**config.mk**
```make
export PLATFORM = sky130hd
export DESIGN_NAME = osm_cell
export DESIGN_NICKNAME = d
export VERILOG_FILES = /design/src/rtl/osm_pkg.sv /design/src/rtl/osm_cell.sv
export SDC_FILE = /design/constraint.sdc
export NUM_CORES = 1
export LEC_CHECK = 0
export ABC_AREA = 0
export BUFFER_PORTS_ARGS = -buffer_cell sky130_fd_sc_hd__buf_2
export CAP_MARGIN = 20
export CORE_ASPECT_RATIO = 0.6
export CORE_MARGIN = 1.5
export CORE_UTILIZATION = 41
export DETAILED_ROUTE_END_ITERATION = 12
export GPL_ROUTABILITY_DRIVEN = 1
export PLACE_DENSITY = 0.86
export REMOVE_ABC_BUFFERS = 1
export SLEW_MARGIN = 30
export SYNTH_ARGS = -nofsm -noshare
export SYNTH_HDL_FRONTEND = slang
export SYNTH_SLANG_ARGS = --single-unit
```
**constraint.sdc**
```tcl
create_clock -name clk -period 2.7 [get_ports clk]
set_clock_uncertainty 0.2 [all_clocks]
set_input_delay 0 -clock clk [delete_from_list [all_inputs] [get_ports clk]]
set_output_delay 0 -clock clk [all_outputs]
set_load 0.02 [all_outputs]
```
**src/rtl/osm_pkg.sv**
```systemverilog
`timescale 1ns / 1ps
// ----------------------------------------------------------------------------
// osm_pkg: shared types and constants for the order statistic multiset
// Key and count widths, action and status codes, the FSM state type and
// the command word that the controller sends down the cell row.
// ----------------------------------------------------------------------------
package osm_pkg;

    localparam int CAPACITY = 1024;
    localparam int KEY_BITS = 32;
    localparam int CNT_W    = $clog2(CAPACITY + 1);
    localparam int ACT_W    = 3;
    localparam int STS_W    = 2;

    typedef logic signed [KEY_BITS-1:0] key_t;
    typedef logic [CNT_W-1:0]           cnt_t;
    typedef logic [ACT_W-1:0]           act_t;
    typedef logic [STS_W-1:0]           sts_t;

    localparam act_t ACT_INSERT = 3'd0;
    localparam act_t ACT_DELETE = 3'd1;
    localparam act_t ACT_RANK   = 3'd2;
    localparam act_t ACT_KTH    = 3'd3;
    localparam act_t ACT_PRED   = 3'd4;
    localparam act_t ACT_SUCC   = 3'd5;

    localparam sts_t STS_OK    = 2'd0;
    localparam sts_t STS_NONE  = 2'd1;
    localparam sts_t STS_FULL  = 2'd2;
    localparam sts_t STS_RANGE = 2'd3;

    typedef enum logic [3:0] {
        S_IDLE  = 4'b0001,
        S_CMP   = 4'b0010,
        S_SEL   = 4'b0100,
        S_APPLY = 4'b1000
    } state_t;

    typedef struct packed {
        logic cmp_en;
        logic sel_en;
        logic ins_en;
        logic del_en;
        logic pick_kth;
        logic pick_pred;
        logic pick_succ;
        logic pick_del;
    } cell_cmd_t;

endpackage

```
**src/rtl/osm_cell.sv**
```systemverilog
`timescale 1ns / 1ps
// ----------------------------------------------------------------------------
// osm_cell: one slot of the sorted row
// Holds one key, compares it against the operand, flags itself as the
// picked element and shifts left or right with its neighbors.
// ----------------------------------------------------------------------------
module osm_cell
(
    input  logic               clk,
    input  osm_pkg::cell_cmd_t cmd,
    input  osm_pkg::key_t      op_key,
    input  logic               occupied,
    input  logic               kth_hit,
    input  osm_pkg::key_t      left_key,
    input  logic               left_le,
    input  osm_pkg::key_t      right_key,
    input  logic               right_lt,
    output osm_pkg::key_t      key,
    output logic               lt,
    output logic               le,
    output logic               sel
);

    osm_pkg::key_t key_reg;
    logic          lt_reg;
    logic          le_reg;
    logic          sel_reg;
    logic          sel_next;

    always_comb
    begin
        sel_next = (cmd.pick_kth  & kth_hit)
                 | (cmd.pick_pred & lt_reg & ~right_lt)
                 | (cmd.pick_succ & occupied & ~le_reg & left_le)
                 | (cmd.pick_del  & le_reg & ~lt_reg);
    end

    always_ff @(posedge clk)
    begin
        if (cmd.cmp_en)
        begin
            lt_reg <= occupied & (key_reg < op_key);
            le_reg <= occupied & (key_reg <= op_key);
        end
        if (cmd.sel_en)
        begin
            sel_reg <= sel_next;
        end
        // open a gap at the insert point, close it at the delete point
        if (cmd.ins_en)
        begin
            if (!left_le)
            begin
                key_reg <= left_key;
            end
            else if (!le_reg)
            begin
                key_reg <= op_key;
            end
        end
        else if (cmd.del_en && !lt_reg)
        begin
            key_reg <= right_key;
        end
    end

    assign key = key_reg;
    assign lt  = lt_reg;
    assign le  = le_reg;
    assign sel = sel_reg;

endmodule

```
==> flow_metrics.py <==
metrics = {
    "logic_synthesis": {
        "synth_compound_area_frac": 0.141,
        "synth.ff_latch_count": 35,
        "syn-cell-area_um2": 2610,
        "async_reset_ff_frac": 0,
        "synthXorXnorAreaFrac": 0,
        "yosysTopAreaCell": "edfxtp_1",
        "synthAdderAreaFrac": 0.153,
        "synthesis.instances": 271,
        "ys_top_cells_by_area": "edfxtp_1 (40%), ha_1 (15%), mux2i_1 (12%), a21oi_1 (8.2%), nor2_1 (5.5%)",
        "synthTopCellsByCount": "a21oi_1 (43), nor2_1 (38), edfxtp_1 (35)",
        "synth_top_family_by_area": "adder cells",
        "synth.most_common_cell": "a21oi_1",
        "yosysWarnings": 0,
        "syn_area_per_cell_um2": 9.64,
        "synth_ff_type": "edfxtp_1",
        "ys_seq_area_frac": 0.402,
        "netlist.area_leader.share": 0.402,
        "synthMuxAreaShare": 0.123,
        "synth_edf_count": 35,
        "synthSimpleGateAreaFrac": 0.116,
        "ys_types": 31,
    },
    "route": {
        "vias": 2768,
        "first_pass_iters": 4,
        "top_layer_used": "met4",
        "drc": 0,
        "wl_met3_um": 607,
        "wl_per_cell_um": 14.6,
        "drt_iter0_drc": 131,
        "final_antenna_net_count": 0,
        "wl_met2_mm": 4.15,
        "wl_met1_mm": 3.44,
        "via_per_inst": 4.89,
        "routed_wirelength_mm": 8.26,
    },
    "sta": {
        "slew_headroom": 0.640,
        "fin_crit_ns": 2.49,
        "setup_tns_ns": 0,
        "tightest_slew_ns": 0.540,
        "setup_viol": 0,
        "finalMaxSlewViolations": 0,
        "fin_crit_sh": 0.923,
        "fin_ws_ns": 0.207,
        "hold_viol": 0,
        "hold_ws_ns": 0.244,
        "max_freq_mhz": 401,
        "rsz0062_at_grt": "no",
    },
    "clock_tree": {
        "clk_pin_slew_ns": 0.07,
        "clkSinkCount": 35,
        "clk_path_buf_depth": 2,
        "ctsRootBufferMaster": "clkbuf_8",
        "numCtsBuffers": 5,
        "post_cts_buffers": 0,
        "clk_latency_ns": 0.28,
        "cts_tree": "done",
        "htreeDepth": 2,
        "ctsResizeCount": 0,
    },
    "job": {
        "drv_cap": 0,
    },
    "global_route": {
        "grt_pass1_wl_mm": 12.8,
        "gr-total-overflow": 0,
        "grt_use_total": 0.243,
        "grt_max_degree": 53,
        "grt_pass1_vias": 2835,
        "antenna_found_initial": 0,
    },
    "status": {
        "status": "completed",
    },
    "cells_and_area": {
        "n_antenna_cell": 0,
        "nFillCells": 475,
        "fin_nets": 624,
        "layout-drive-gt1-share": 0.336,
        "largest_reg_flops": 32,
        "seqCellArea_um2": 1050,
        "area_growth_pct": 60.7,
        "multi_input_area_um2": 1410,
    },
    "worst_setup_path": {
        "crit_type": "reg2reg",
        "critPathLaunchType": "flip-flop",
        "cp-end-kind": "flip-flop",
        "startpoint": "key[15]$_DFFE_PP_",
        "worstPathRequired_ns": 2.53,
        "ff2ff_setup_slack_ns": 0.21,
        "cp_max_fo": 3,
        "r2r_start": "key[15]$_DFFE_PP_",
        "arrival_ns": 2.32,
    },
    "floorplanning": {
        "coreArea_um2": 6140,
        "die_w_um": 106,
        "die_h_um": 64.8,
        "fp-row-count": 22,
        "ios": 144,
        "die_area_um2": 6880,
        "initial_utilization": 0.426,
    },
    "place": {
        "hpwlAfterDp_mm": 5.39,
        "portBuffers": 143,
        "pre_cts_ws_ns": 0.219,
        "gp_congestion": 0.777,
    },
    "worst_hold_path": {
        "min_from": "op_key[2]",
        "hold_class": "in2reg",
    },
    "power": {
        "power_density_nw_per_um2": 398,
        "ir_drop_mv": 0.287,
        "leakagePower_nw": 2.08,
        "power_w": 0.00167,
    },
}
## kinds of logic (layout without fill, tap and decap cells)
logic type	count (synthesis)	count (layout)
compound gates	62	62
fa+ha+maj	32	32
buf+inv	44	255
flops	35	35
mux	32	32
simple gates	66	66
## routing by layer
| layer | up-vias | GRT usage |
|---|---|---|
| li1 | 1393 | - |
| met1 | 1256 | 0.266 |
| met2 | 113 | 0.480 |
| met3 | 6 | 0.0543 |
| met4 | 0 | 0.0574 |
| met5 | - | 0 |
## power by group
group | internal (W) | leakage [nW] | total [W] | switching [W]
clock network | 0.000172 | 0.0371 | 0.000348 | 0.000176
logic | 0.000303 | 1.70 | 0.000619 | 0.000316
registers | 0.000672 | 0.342 | 0.000704 | 0.0000322
## cell type report
class	instances	share of cell area
inverters	33	0.0295
repair buffers	216	0.343
well taps	84	0.0250
clock buffers	6	0.0173
multi-input cells	192	0.335
flip-flops and latches	35	0.250
## worst paths after layout
check | endpoint | depth (start not counted)
worst max-delay path | le$_DFFE_PP_ | 7
worst min-delay path | le$_DFFE_PP_ | 6
worst min register to register | le$_DFFE_PP_ | 4
worst max register to register | le$_DFFE_PP_ | 7
## critical path, cell delays in order, from the launching register on
cell and delay (ns):
edfxtp_1 0.41, ha_1 0.34, nand4_1 0.19, nor4_2 0.42
o21ai_1 0.12, a31oi_1 0.21, o21ai_0 0.12, a31o_1 0.24
## layout by cell type (no fill, tap or decap), types with 2 or more instances in the layout
cell type,count
o21ai_1,2
clkbuf_8,5
buf_4,3
dlygate4sd3_1,70
o21ai_0,4
nor4_2,2
edfxtp_1,35
a21oi_1,43
nor2_1,38
mux2i_1,32
nand4_1,4
nand2_1,12
inv_1,33
nand3_1,4
a21oi_2,2
and3_1,2
ha_1,32
buf_2,143
## per-stage QoR
step,util,instance area [um2],std cells
final,0.684,4200,566
after global routing,0.684,4200,566
after CTS,0.684,4200,566
after detailed placement,0.558,3430,490
after global placement,0.558,3430,490
after floorplan,-,2570,260
## what timing repair did
action / 4_1_cts / 5_1_grt
setup endpoints to repair: 0 / 0
hold endpoints to repair: 38 / 0
hold buffers: 70 / 0
Note: power is estimated with default switching activity, not from simulation.
