==> config.mk <==
export PLATFORM = sky130hd
export DESIGN_NAME = osm_rank_enc
export DESIGN_NICKNAME = d
export VERILOG_FILES = /design/src/rtl/osm_pkg.sv /design/src/rtl/osm_rank_enc.sv
export SDC_FILE = /design/constraint.sdc
export NUM_CORES = 1
export LEC_CHECK = 0
export ABC_AREA = 1
export BUFFER_PORTS_ARGS = -buffer_cell sky130_fd_sc_hd__buf_2
export CAP_MARGIN = 30
export CELL_PAD_IN_SITES_DETAIL_PLACEMENT = 0
export CELL_PAD_IN_SITES_GLOBAL_PLACEMENT = 2
export CORE_AREA = 5 5 399 401
export DETAILED_ROUTE_END_ITERATION = 16
export DIE_AREA = 0 0 404 406
export PLACE_DENSITY_LB_ADDON = 0.05
export SLEW_MARGIN = 25
export SYNTH_ARGS = -nofsm -noshare
export SYNTH_HDL_FRONTEND = slang
export SYNTH_SLANG_ARGS = --single-unit
==> constraint.sdc <==
create_clock -name vclk -period 1.22
set_input_delay 0.244 -clock vclk [all_inputs]
set_output_delay 0.244 -clock vclk [all_outputs]
set_load 0.1 [all_outputs]
==> src/rtl/osm_pkg.sv <==
`timescale 1ns / 1ps
// ----------------------------------------------------------------------------
// osm_pkg: shared types and constants for the order statistic multiset
// Key and count widths, action and status codes, the FSM state type and
// the command word that the controller sends down the cell row.
// ----------------------------------------------------------------------------
package osm_pkg;

    localparam int CAPACITY = 1024;
    localparam int KEY_BITS = 32;
    localparam int CNT_W    = $clog2(CAPACITY + 1);
    localparam int ACT_W    = 3;
    localparam int STS_W    = 2;

    typedef logic signed [KEY_BITS-1:0] key_t;
    typedef logic [CNT_W-1:0]           cnt_t;
    typedef logic [ACT_W-1:0]           act_t;
    typedef logic [STS_W-1:0]           sts_t;

    localparam act_t ACT_INSERT = 3'd0;
    localparam act_t ACT_DELETE = 3'd1;
    localparam act_t ACT_RANK   = 3'd2;
    localparam act_t ACT_KTH    = 3'd3;
    localparam act_t ACT_PRED   = 3'd4;
    localparam act_t ACT_SUCC   = 3'd5;

    localparam sts_t STS_OK    = 2'd0;
    localparam sts_t STS_NONE  = 2'd1;
    localparam sts_t STS_FULL  = 2'd2;
    localparam sts_t STS_RANGE = 2'd3;

    typedef enum logic [3:0] {
        S_IDLE  = 4'b0001,
        S_CMP   = 4'b0010,
        S_SEL   = 4'b0100,
        S_APPLY = 4'b1000
    } state_t;

    typedef struct packed {
        logic cmp_en;
        logic sel_en;
        logic ins_en;
        logic del_en;
        logic pick_kth;
        logic pick_pred;
        logic pick_succ;
        logic pick_del;
    } cell_cmd_t;

endpackage

==> src/rtl/osm_rank_enc.sv <==
`timescale 1ns / 1ps
// ----------------------------------------------------------------------------
// osm_rank_enc: thermometer to count encoder
// Turns the row of less-than flags, a run of ones from slot zero, into the
// number of held elements below the operand.
// ----------------------------------------------------------------------------
module osm_rank_enc
(
    input  logic [osm_pkg::CAPACITY-1:0] lt_flags,
    output osm_pkg::cnt_t                below
);

    logic [osm_pkg::CAPACITY:0] ext;

    always_comb
    begin
        ext   = {1'b0, lt_flags};
        below = '0;
        for (int j = 1; j <= osm_pkg::CAPACITY; j++)
        begin
            if (ext[j-1] && !ext[j])
            begin
                below = below | osm_pkg::CNT_W'(j);
            end
        end
    end

endmodule
==> results.cfg, run 1 <==
[critical_path]
startpoint_type = input port
cp-end-kind = output pin
crit_required_ns = 0.98
worstSetupPathType = in2out
cp.arrival_ns = 1.86
cp_max_fo = 2

[outcome]
status = finished with violations
violations = setup timing

[grt]
antenna_found_initial = 186
grt_usage = 0.185
grt_pass1_vias = 29082
grt_start_max_net_pins = 3
grt_pass1_wl_mm = 214
overflow = 0

[sta]
drv_slew = 0
post-route-min-period_ns = 2.10
rsz0062_at_grt = yes
fin_tns_setup_ns = -8.39
setup_slack_ns = -0.883
holdWs_ns = 0.964
slew-limit-headroom = 0.647
worst_pin_slew_ns = 0.526
finalHoldViolations = 0
finalCritPeriodShare = 1.72
fmaxAchievable_mhz = 476
finalSetupViolCount = 10

[run]
maxCapViolCount = 0

[detailed_routing]
drc = 0
vias = 27049
first_pass_iters = 5
postRouteAntennaNets = 0
drtIter0Drc = 987
via_per_inst = 3.55
wl_mm = 160
wl_per_cell_um = 21.0

[place]
post-dp-hpwl_mm = 155
dp_cells = 7564
place_area_um2 = 28500
dp_slack_ns = -1.44
port_buffers = 1035
gp_congestion = 0.869

[cells_and_area]
nFillCells = 18988
final.clkbuf_count = 0
area_growth_pct = 123
nets = 6537
multiInputGateArea_um2 = 14500
seq_cells = 0
fin_util = 0.207
seq_area_um2 = 0
fin_cells = 7610
drive_above_1_share = 0.503
post-route-cell-area_um2 = 32100

[floorplanning]
dieWidth_um = 404
dieArea_um2 = 164000
core_area_um2 = 155000
placementRows = 145
io_pins = 1035
die_y_um = 406
initial_core_util = 0.0926

[cts]
postCtsHoldBufs = 0

[worst_hold_path]
hold_path_class = in2out

[synth]
synth_top_area_frac = 0.467
ys_types = 11
synth_area_um2 = 14400
yosys.area.top_type = nand2_1
synth_area_leaders = nand2_1 47%, inv_1 22%, nor2_1 19%
yosys_warnings = 0
yosysSeqAreaShare = 0
netlist_instances = 3688
avgSynthCellArea_um2 = 3.90
syn_nets = 4712

[power]
total_power_mw = 10.6
leakage_nw = 19.5
peakVddDrop_v = 0.0000843
power_density_nw_per_um2 = 329
## layout make-up
cell class                      instances  area share
Antenna cell                           41     0.00320
Inverter                              838       0.101
Multi-Input combinational cell       2849       0.453
Tap cell                             2058      0.0802
Timing Repair Buffer                 1824       0.362
## power by group
part / switching [mW] / internal (mW) / total, mW
Sequential: 0 / 0 / 0
Combinational: 5.75 / 4.80 / 10.6
Clock: 0 / 0.00000453 / 0.00000453
## timing repair
| action | in CTS | in global routing |
|---|---|---|
| pin swaps | 292 | 211 |
| hold endpoints to repair | 0 | 0 |
| cloned | 0 | 0 |
| gates resized for setup | 784 | 390 |
| setup endpoints to repair | 10 | 10 |
| buffers inserted | 22 | 7 |
## cells by family after synthesis
logic type,Yosys count,share of synthesized area
AND/OR/NAND/NOR,2612,0.697
buffers and inverters,839,0.219
AO/OA/AOI/OAI,237,0.0838
## cell usage after synthesis, drive strengths merged
| cell type | count |
|---|---|
| inv | 838 |
| o21ai | 237 |
| nor2 | 795 |
| nand2 | 1817 |
| buf | 1 |
## layout by cell type, fill, tap and decap left out, drive strengths merged
cell and instances:
nand2 1817, inv 835, o21ai 237, clkinvlp 3
diode 41, nor2 795, buf 1824
## layer usage
metal,GRT usage,vias up,part of all wire
met2,0.372,796,0.53
li1,-,14223,-
met3,0.0542,302,0.071
met5,0,-,0.0047
met4,0.00413,112,0.012
met1,0.201,11616,0.38
## worst paths after layout
kind                        end      startpoint  slack, ns  depth (start not counted)
worst min-delay path  below[10]  lt_flags[1023]       0.96                          3
worst max-delay path   below[1]   lt_flags[395]      -0.88                         16
## worst max-delay path: stages
cell	delay (ns)
buf_2	0.08
inv_1	0.04
buf_4	0.13
nand2_2	0.06
buf_4	0.10
nand2_2	0.08
nor2_4	0.15
nand2_4	0.09
nor2_4	0.12
nand2_2	0.08
nor2_4	0.10
nand2_2	0.07
nor2_4	0.14
buf_6	0.14
nand2_4	0.05
buf_12	0.16
Power figures use the tool's default switching activity.
==> inputs of run 2 (changes only) <==
==> constraint.sdc (replaced) <==
create_clock -name vclk -period 1.22
set_input_delay 0.244 -clock vclk [all_inputs]
set_output_delay 0.244 -clock vclk [all_outputs]
set_load 0.005 [all_outputs]
==> run 2 against run 1 <==
Against the previous run:
- the run still ends with setup timing left
- critical path depth down 1
- global-route usage about the same
- count of clock-buffer cells in the layout unchanged
- first-iteration DRC count down 5.5%
- worst setup slack worse by 0.098 ns
- sequential share of layout area unchanged
- largest cell class unchanged
- fmax down 4.5%
- via count up 1.5%
==> results.cfg, run 2 (synthesis gave the netlist of run 1 again) <==
[grt]
grt_pass1_wl_mm = 215
overflow = 0
grt_start_max_net_pins = 3
grt_pass1_vias = 29147
grt_usage = 0.185
antenna_found_initial = 199

[critical_path]
cp.arrival_ns = 1.96
cp_max_fo = 2
worstSetupPathType = in2out
startpoint_type = input port
cp-end-kind = output pin
crit_required_ns = 0.98

[power]
leakage_nw = 19.7
peakVddDrop_v = 0.0000928
total_power_mw = 10.9
power_density_nw_per_um2 = 331

[cells_and_area]
seq_cells = 0
final_common_cell = nand2_1
drive_above_1_share = 0.516
layout_common_cells = 1376 x nand2_1, 967 x buf_2, 832 x buf_4
nets = 6615
post-route-cell-area_um2 = 33000
area_growth_pct = 129
nFillCells = 18938
seq_area_um2 = 0
final.clkbuf_count = 0
fin_cells = 7704

[sta]
drv_slew = 0
fmaxAchievable_mhz = 454
slew-limit-headroom = 0.757
worst_pin_slew_ns = 0.361
finalHoldViolations = 0
post-route-min-period_ns = 2.20
rsz0062_at_grt = yes
setup_slack_ns = -0.981
finalCritPeriodShare = 1.80
holdWs_ns = 0.815
finalSetupViolCount = 10

[place]
dp_cells = 7616
dp_slack_ns = -2.04
post-dp-hpwl_mm = 155
gp_congestion = 0.855
place_area_um2 = 28700
port_buffers = 1035

[detailed_routing]
first_pass_iters = 4
wl_per_cell_um = 20.9
drc = 0
via_per_inst = 3.56
wl_mm = 161
vias = 27456
drtIter0Drc = 933
postRouteAntennaNets = 0

[cts]
postCtsHoldBufs = 0

[worst_hold_path]
hold_path_class = in2out
whs_path_depth = 3

[outcome]
status = finished with violations
violations = setup timing

[floorplanning]
placementRows = 145
core_area_um2 = 155000
dieWidth_um = 404
die_y_um = 406
io_pins = 1035
dieArea_um2 = 164000
initial_core_util = 0.0926

[run]
maxCapViolCount = 0
-- run 2: changes by cell type in the layout (fill, tap and decap cells not counted), moves of 16 or more --
| cell | before | now |
|---|---|---|
| buf_4 | 754 | 832 |
| buf_2 | 989 | 967 |
| nand2_1 | 1426 | 1376 |
| nor2_1 | 398 | 425 |
| nand2_2 | 323 | 368 |
| buf_6 | 67 | 91 |
| nor2_2 | 213 | 197 |
| diode_2 | 41 | 57 |
-- run 2: repair_timing --
action                     CTS  global route
resized for setup          574           744
pin swaps                  221           312
setup endpoints to repair   10            10
buffers inserted            22            28
-- run 2: metal layers --
layer  global-route usage  share of wire  up-vias
met3               0.0378          0.054      308
met1                0.217           0.41    11835
li1                     -              -    14409
met4               0.0140          0.016       76
met2                0.360           0.52      828
met5                    0         0.0032        -
-- run 2: worst max-delay path: stages --
cell        delay (ns)
buf_8             0.09
clkinvlp_4        0.20
nand2_2           0.14
nand2_2           0.08
nor2_4            0.11
buf_4             0.12
nand2_2           0.06
nor2_4            0.13
nand2_2           0.07
nor2_4            0.12
buf_6             0.11
nand2_4           0.05
nor2_4            0.17
nand2_2           0.10
buf_6             0.15
-- run 2: cell type report --
type,instances,area [um^2],area share
Inverter,838,3270,0.0991
Multi-Input combinational cell,2849,14700,0.446
Timing Repair Buffer,1902,12300,0.372
Antenna cell,57,143,0.00432
Tap cell,2058,2570,0.0781
-- run 2: through the flow --
stage,utilization,TNS [ns]
after floorplan,-,-0.438
after global placement,0.185,-15.44
after detailed placement,0.185,-15.12
after CTS,0.196,-9.49
after global routing,0.212,-10.13
final,0.212,-8.89
-- run 2: final timing paths --
path / slack [ns] / to / start
min: 0.81 / below[10] / lt_flags[1023]
max: -0.98 / below[2] / lt_flags[767]
-- run 2: where the power goes --
group	internal (mW)	switching (mW)	total, mW
clock network	0.00000628	0	0.00000628
registers	0	0	0
logic	5.10	5.82	10.9
total	5.10	5.82	10.9
==> inputs of run 3 (changes only) <==
--- a/config.mk
+++ b/config.mk
@@ -5,14 +5,14 @@
 export SDC_FILE = /design/constraint.sdc
 export NUM_CORES = 1
 export LEC_CHECK = 0
-export ABC_AREA = 1
+export ABC_AREA = 0
 export BUFFER_PORTS_ARGS = -buffer_cell sky130_fd_sc_hd__buf_2
 export CAP_MARGIN = 30
 export CELL_PAD_IN_SITES_DETAIL_PLACEMENT = 0
 export CELL_PAD_IN_SITES_GLOBAL_PLACEMENT = 2
-export CORE_AREA = 5 5 399 401
+export CORE_AREA = 5 5 403 405
 export DETAILED_ROUTE_END_ITERATION = 16
-export DIE_AREA = 0 0 404 406
+export DIE_AREA = 0 0 408 410
 export PLACE_DENSITY_LB_ADDON = 0.05
 export SLEW_MARGIN = 25
 export SYNTH_ARGS = -nofsm -noshare
==> run 3 against run 2 <==
Against the previous run:
- the run still ends with setup timing left
- sequential share of layout area stayed put
- synthesized cell count is 47% lower
- routed wire length is 47% higher
- via count is 1.9% lower
- hold slack worse by 0.034 ns
- count of clock-buffer cells in the layout stayed put
- non-clock buffer count is 506 higher
- utilization is 0.51 points higher
- critical path depth is 3 lower
- critical endpoint is now below[3]
==> results.cfg, run 3 <==
[worst_hold_path]
hold_path_class = in2out
holdPathEnd = below[10]
min_from = lt_flags[1023]
whs_path_depth = 3

[cells_and_area]
nets = 5394
final_common_cell = buf_4
final.clkbuf_count = 0
drive_above_1_share = 0.654
layout_common_cells = 1312 x buf_4, 985 x buf_2, 528 x nand2b_1
area_growth_pct = 195
seq_area_um2 = 0
seq_cells = 0

[power]
leakage_nw = 16.7
peakVddDrop_v = 0.000111
power_density_nw_per_um2 = 399

[synth]
synth_top_area_frac = 0.379
ys_types = 28
yosysMostFrequentCell = nand2b_1
yosys.area.top_type = nand2b_1
yosys-top-cells-count = 706 x nand2b_1, 288 x inv_1, 281 x nand4_1, 203 x o2111ai_1, 161 x nor4_1
avgSynthCellArea_um2 = 5.95
yosysSeqAreaShare = 0
synth_xor_area_frac = 0
synth_fa_ha_area_frac = 0
yosys_warnings = 0
synthSimpleGateAreaFrac = 0.696
synth_area_um2 = 11700
netlist_instances = 1961
muxShareOfSynthArea = 0
synth_compound_area_frac = 0.211
syn_nets = 2985
synth_area_leaders = nand2b_1 38%, o2111ai_1 15%, nand4_1 15%
synth_top_family_by_area = simple AND/OR/NAND/NOR gates

[detailed_routing]
via_per_inst = 4.15
drc = 0
drtIter0Drc = 1791
postRouteAntennaNets = 0
vias = 26939
wl_per_cell_um = 36.3
wl_mm = 236
first_pass_iters = 5

[outcome]
status = finished with violations
violations = setup timing

[critical_path]
worstSetupPathType = in2out
crit_required_ns = 0.98
cp_slowest_stage_delay_ns = 0.42
cp-end-kind = output pin
cp.arrival_ns = 2.91
crit_chain = buf_2 > nand2b_1 > buf_4 > nand4_1 > buf_4 > nor3_4 > buf_4 > nand4_1 > nor4_1 > nand4b_1 > buf_6 > buf_6
path_common_cell = buf_4
cp_max_fo = 2
critPathSlowestCell = nand4b_1
startpoint_type = input port

[sta]
fmaxAchievable_mhz = 317
drv_slew = 0
worst_pin_slew_ns = 0.861
fin_tns_setup_ns = -15.78
holdWs_ns = 0.781
rsz0062_at_grt = yes
finalHoldViolations = 0
finalCritPeriodShare = 2.58
setup_slack_ns = -1.93
finalSetupViolCount = 10
slew-limit-headroom = 0.420
post-route-min-period_ns = 3.15

[run]
maxCapViolCount = 0

[grt]
grt_pass1_vias = 29584
grt_start_max_net_pins = 5
grt_usage = 0.267
antenna_found_initial = 159
grt_pass1_wl_mm = 297
overflow = 0

[place]
post-dp-hpwl_mm = 226
port_buffers = 1035
gp_congestion = 0.927

[floorplanning]
initial_core_util = 0.0738
placementRows = 146
die_y_um = 410
io_pins = 1035
dieArea_um2 = 167000
core_area_um2 = 158000
dieWidth_um = 408
-- run 3: changes by cell type in the layout (fill, tap and decap cells not counted), moves of 194 or more --
cell | before | now
nand2_1 | 1376 | 39
nand2b_1 | 0 | 528
buf_4 | 832 | 1312
inv_1 | 759 | 285
nor2_1 | 425 | 40
nand2_2 | 368 | 1
nand4_1 | 0 | 281
nor2_2 | 197 | 3
-- run 3: cells by family after synthesis --
family / count (synthesis)
AOI/OAI and AO/OA: 332
and+or+nand+nor: 1340
buffers and inverters: 289
-- run 3: timing repair --
item,in CTS,in global routing
endpoints found under the setup margin,10,10
setup buffers,26,7
hold buffers,0,0
gates resized for setup,476,184
pin swaps,90,53
-- run 3: worst max-delay path by stage --
stage,from,to,depth (start not counted)
2_1_floorplan,lt_flags[247],below[5],6
3_3_place_gp,lt_flags[75],below[3],12
3_5_place_dp,lt_flags[75],below[3],12
4_1_cts,lt_flags[62],below[3],13
5_1_grt,lt_flags[910],below[3],11
6_report,lt_flags[491],below[3],12
-- run 3: cell type report --
type / instances / area (um^2)
multi-input cells: 1672 / 14200
fillers: 18270 / 124000
diodes: 50 / 125
well taps: 2072 / 2590
inverters: 288 / 1080
repair buffers: 2408 / 16400
-- run 3: metrics by stage --
step | worst slack [ns] | utilization | instances | area, um^2 | total power [mW]
after floorplan | -0.583 | - | 1961 | 12000 | 2.62
after global placement | -2.78 | 0.193 | 6414 | 30400 | 12.4
after detailed placement | -2.73 | 0.193 | 6416 | 30500 | 12.3
after CTS | -1.88 | 0.210 | 6436 | 33200 | 13.4
after global routing | -1.97 | 0.217 | 6459 | 34300 | 14.3
final | -1.93 | 0.218 | 6490 | 34400 | 13.7
-- run 3: power breakdown --
group          internal (mW)  leakage, nW  switching (mW)  total (mW)
clock network     0.00000543     0.000317               0  0.00000543
registers                  0            0               0           0
logic                   6.18         16.7            7.55        13.7
total                   6.18         16.7            7.55        13.7
-- run 3: critical path: cells and delay by family --
kind	cells	cell delay [ns]
buffers and inverters	6	1.12
and+or+nand+nor	6	1.52
-- run 3: per-layer routing --
metal,vias up,routed length [um],global-route usage
li1,12290,-,-
met1,13169,97600,0.324
met5,-,494,0
met2,1120,120000,0.501
met4,74,6920,0.0526
met3,286,11000,0.0380
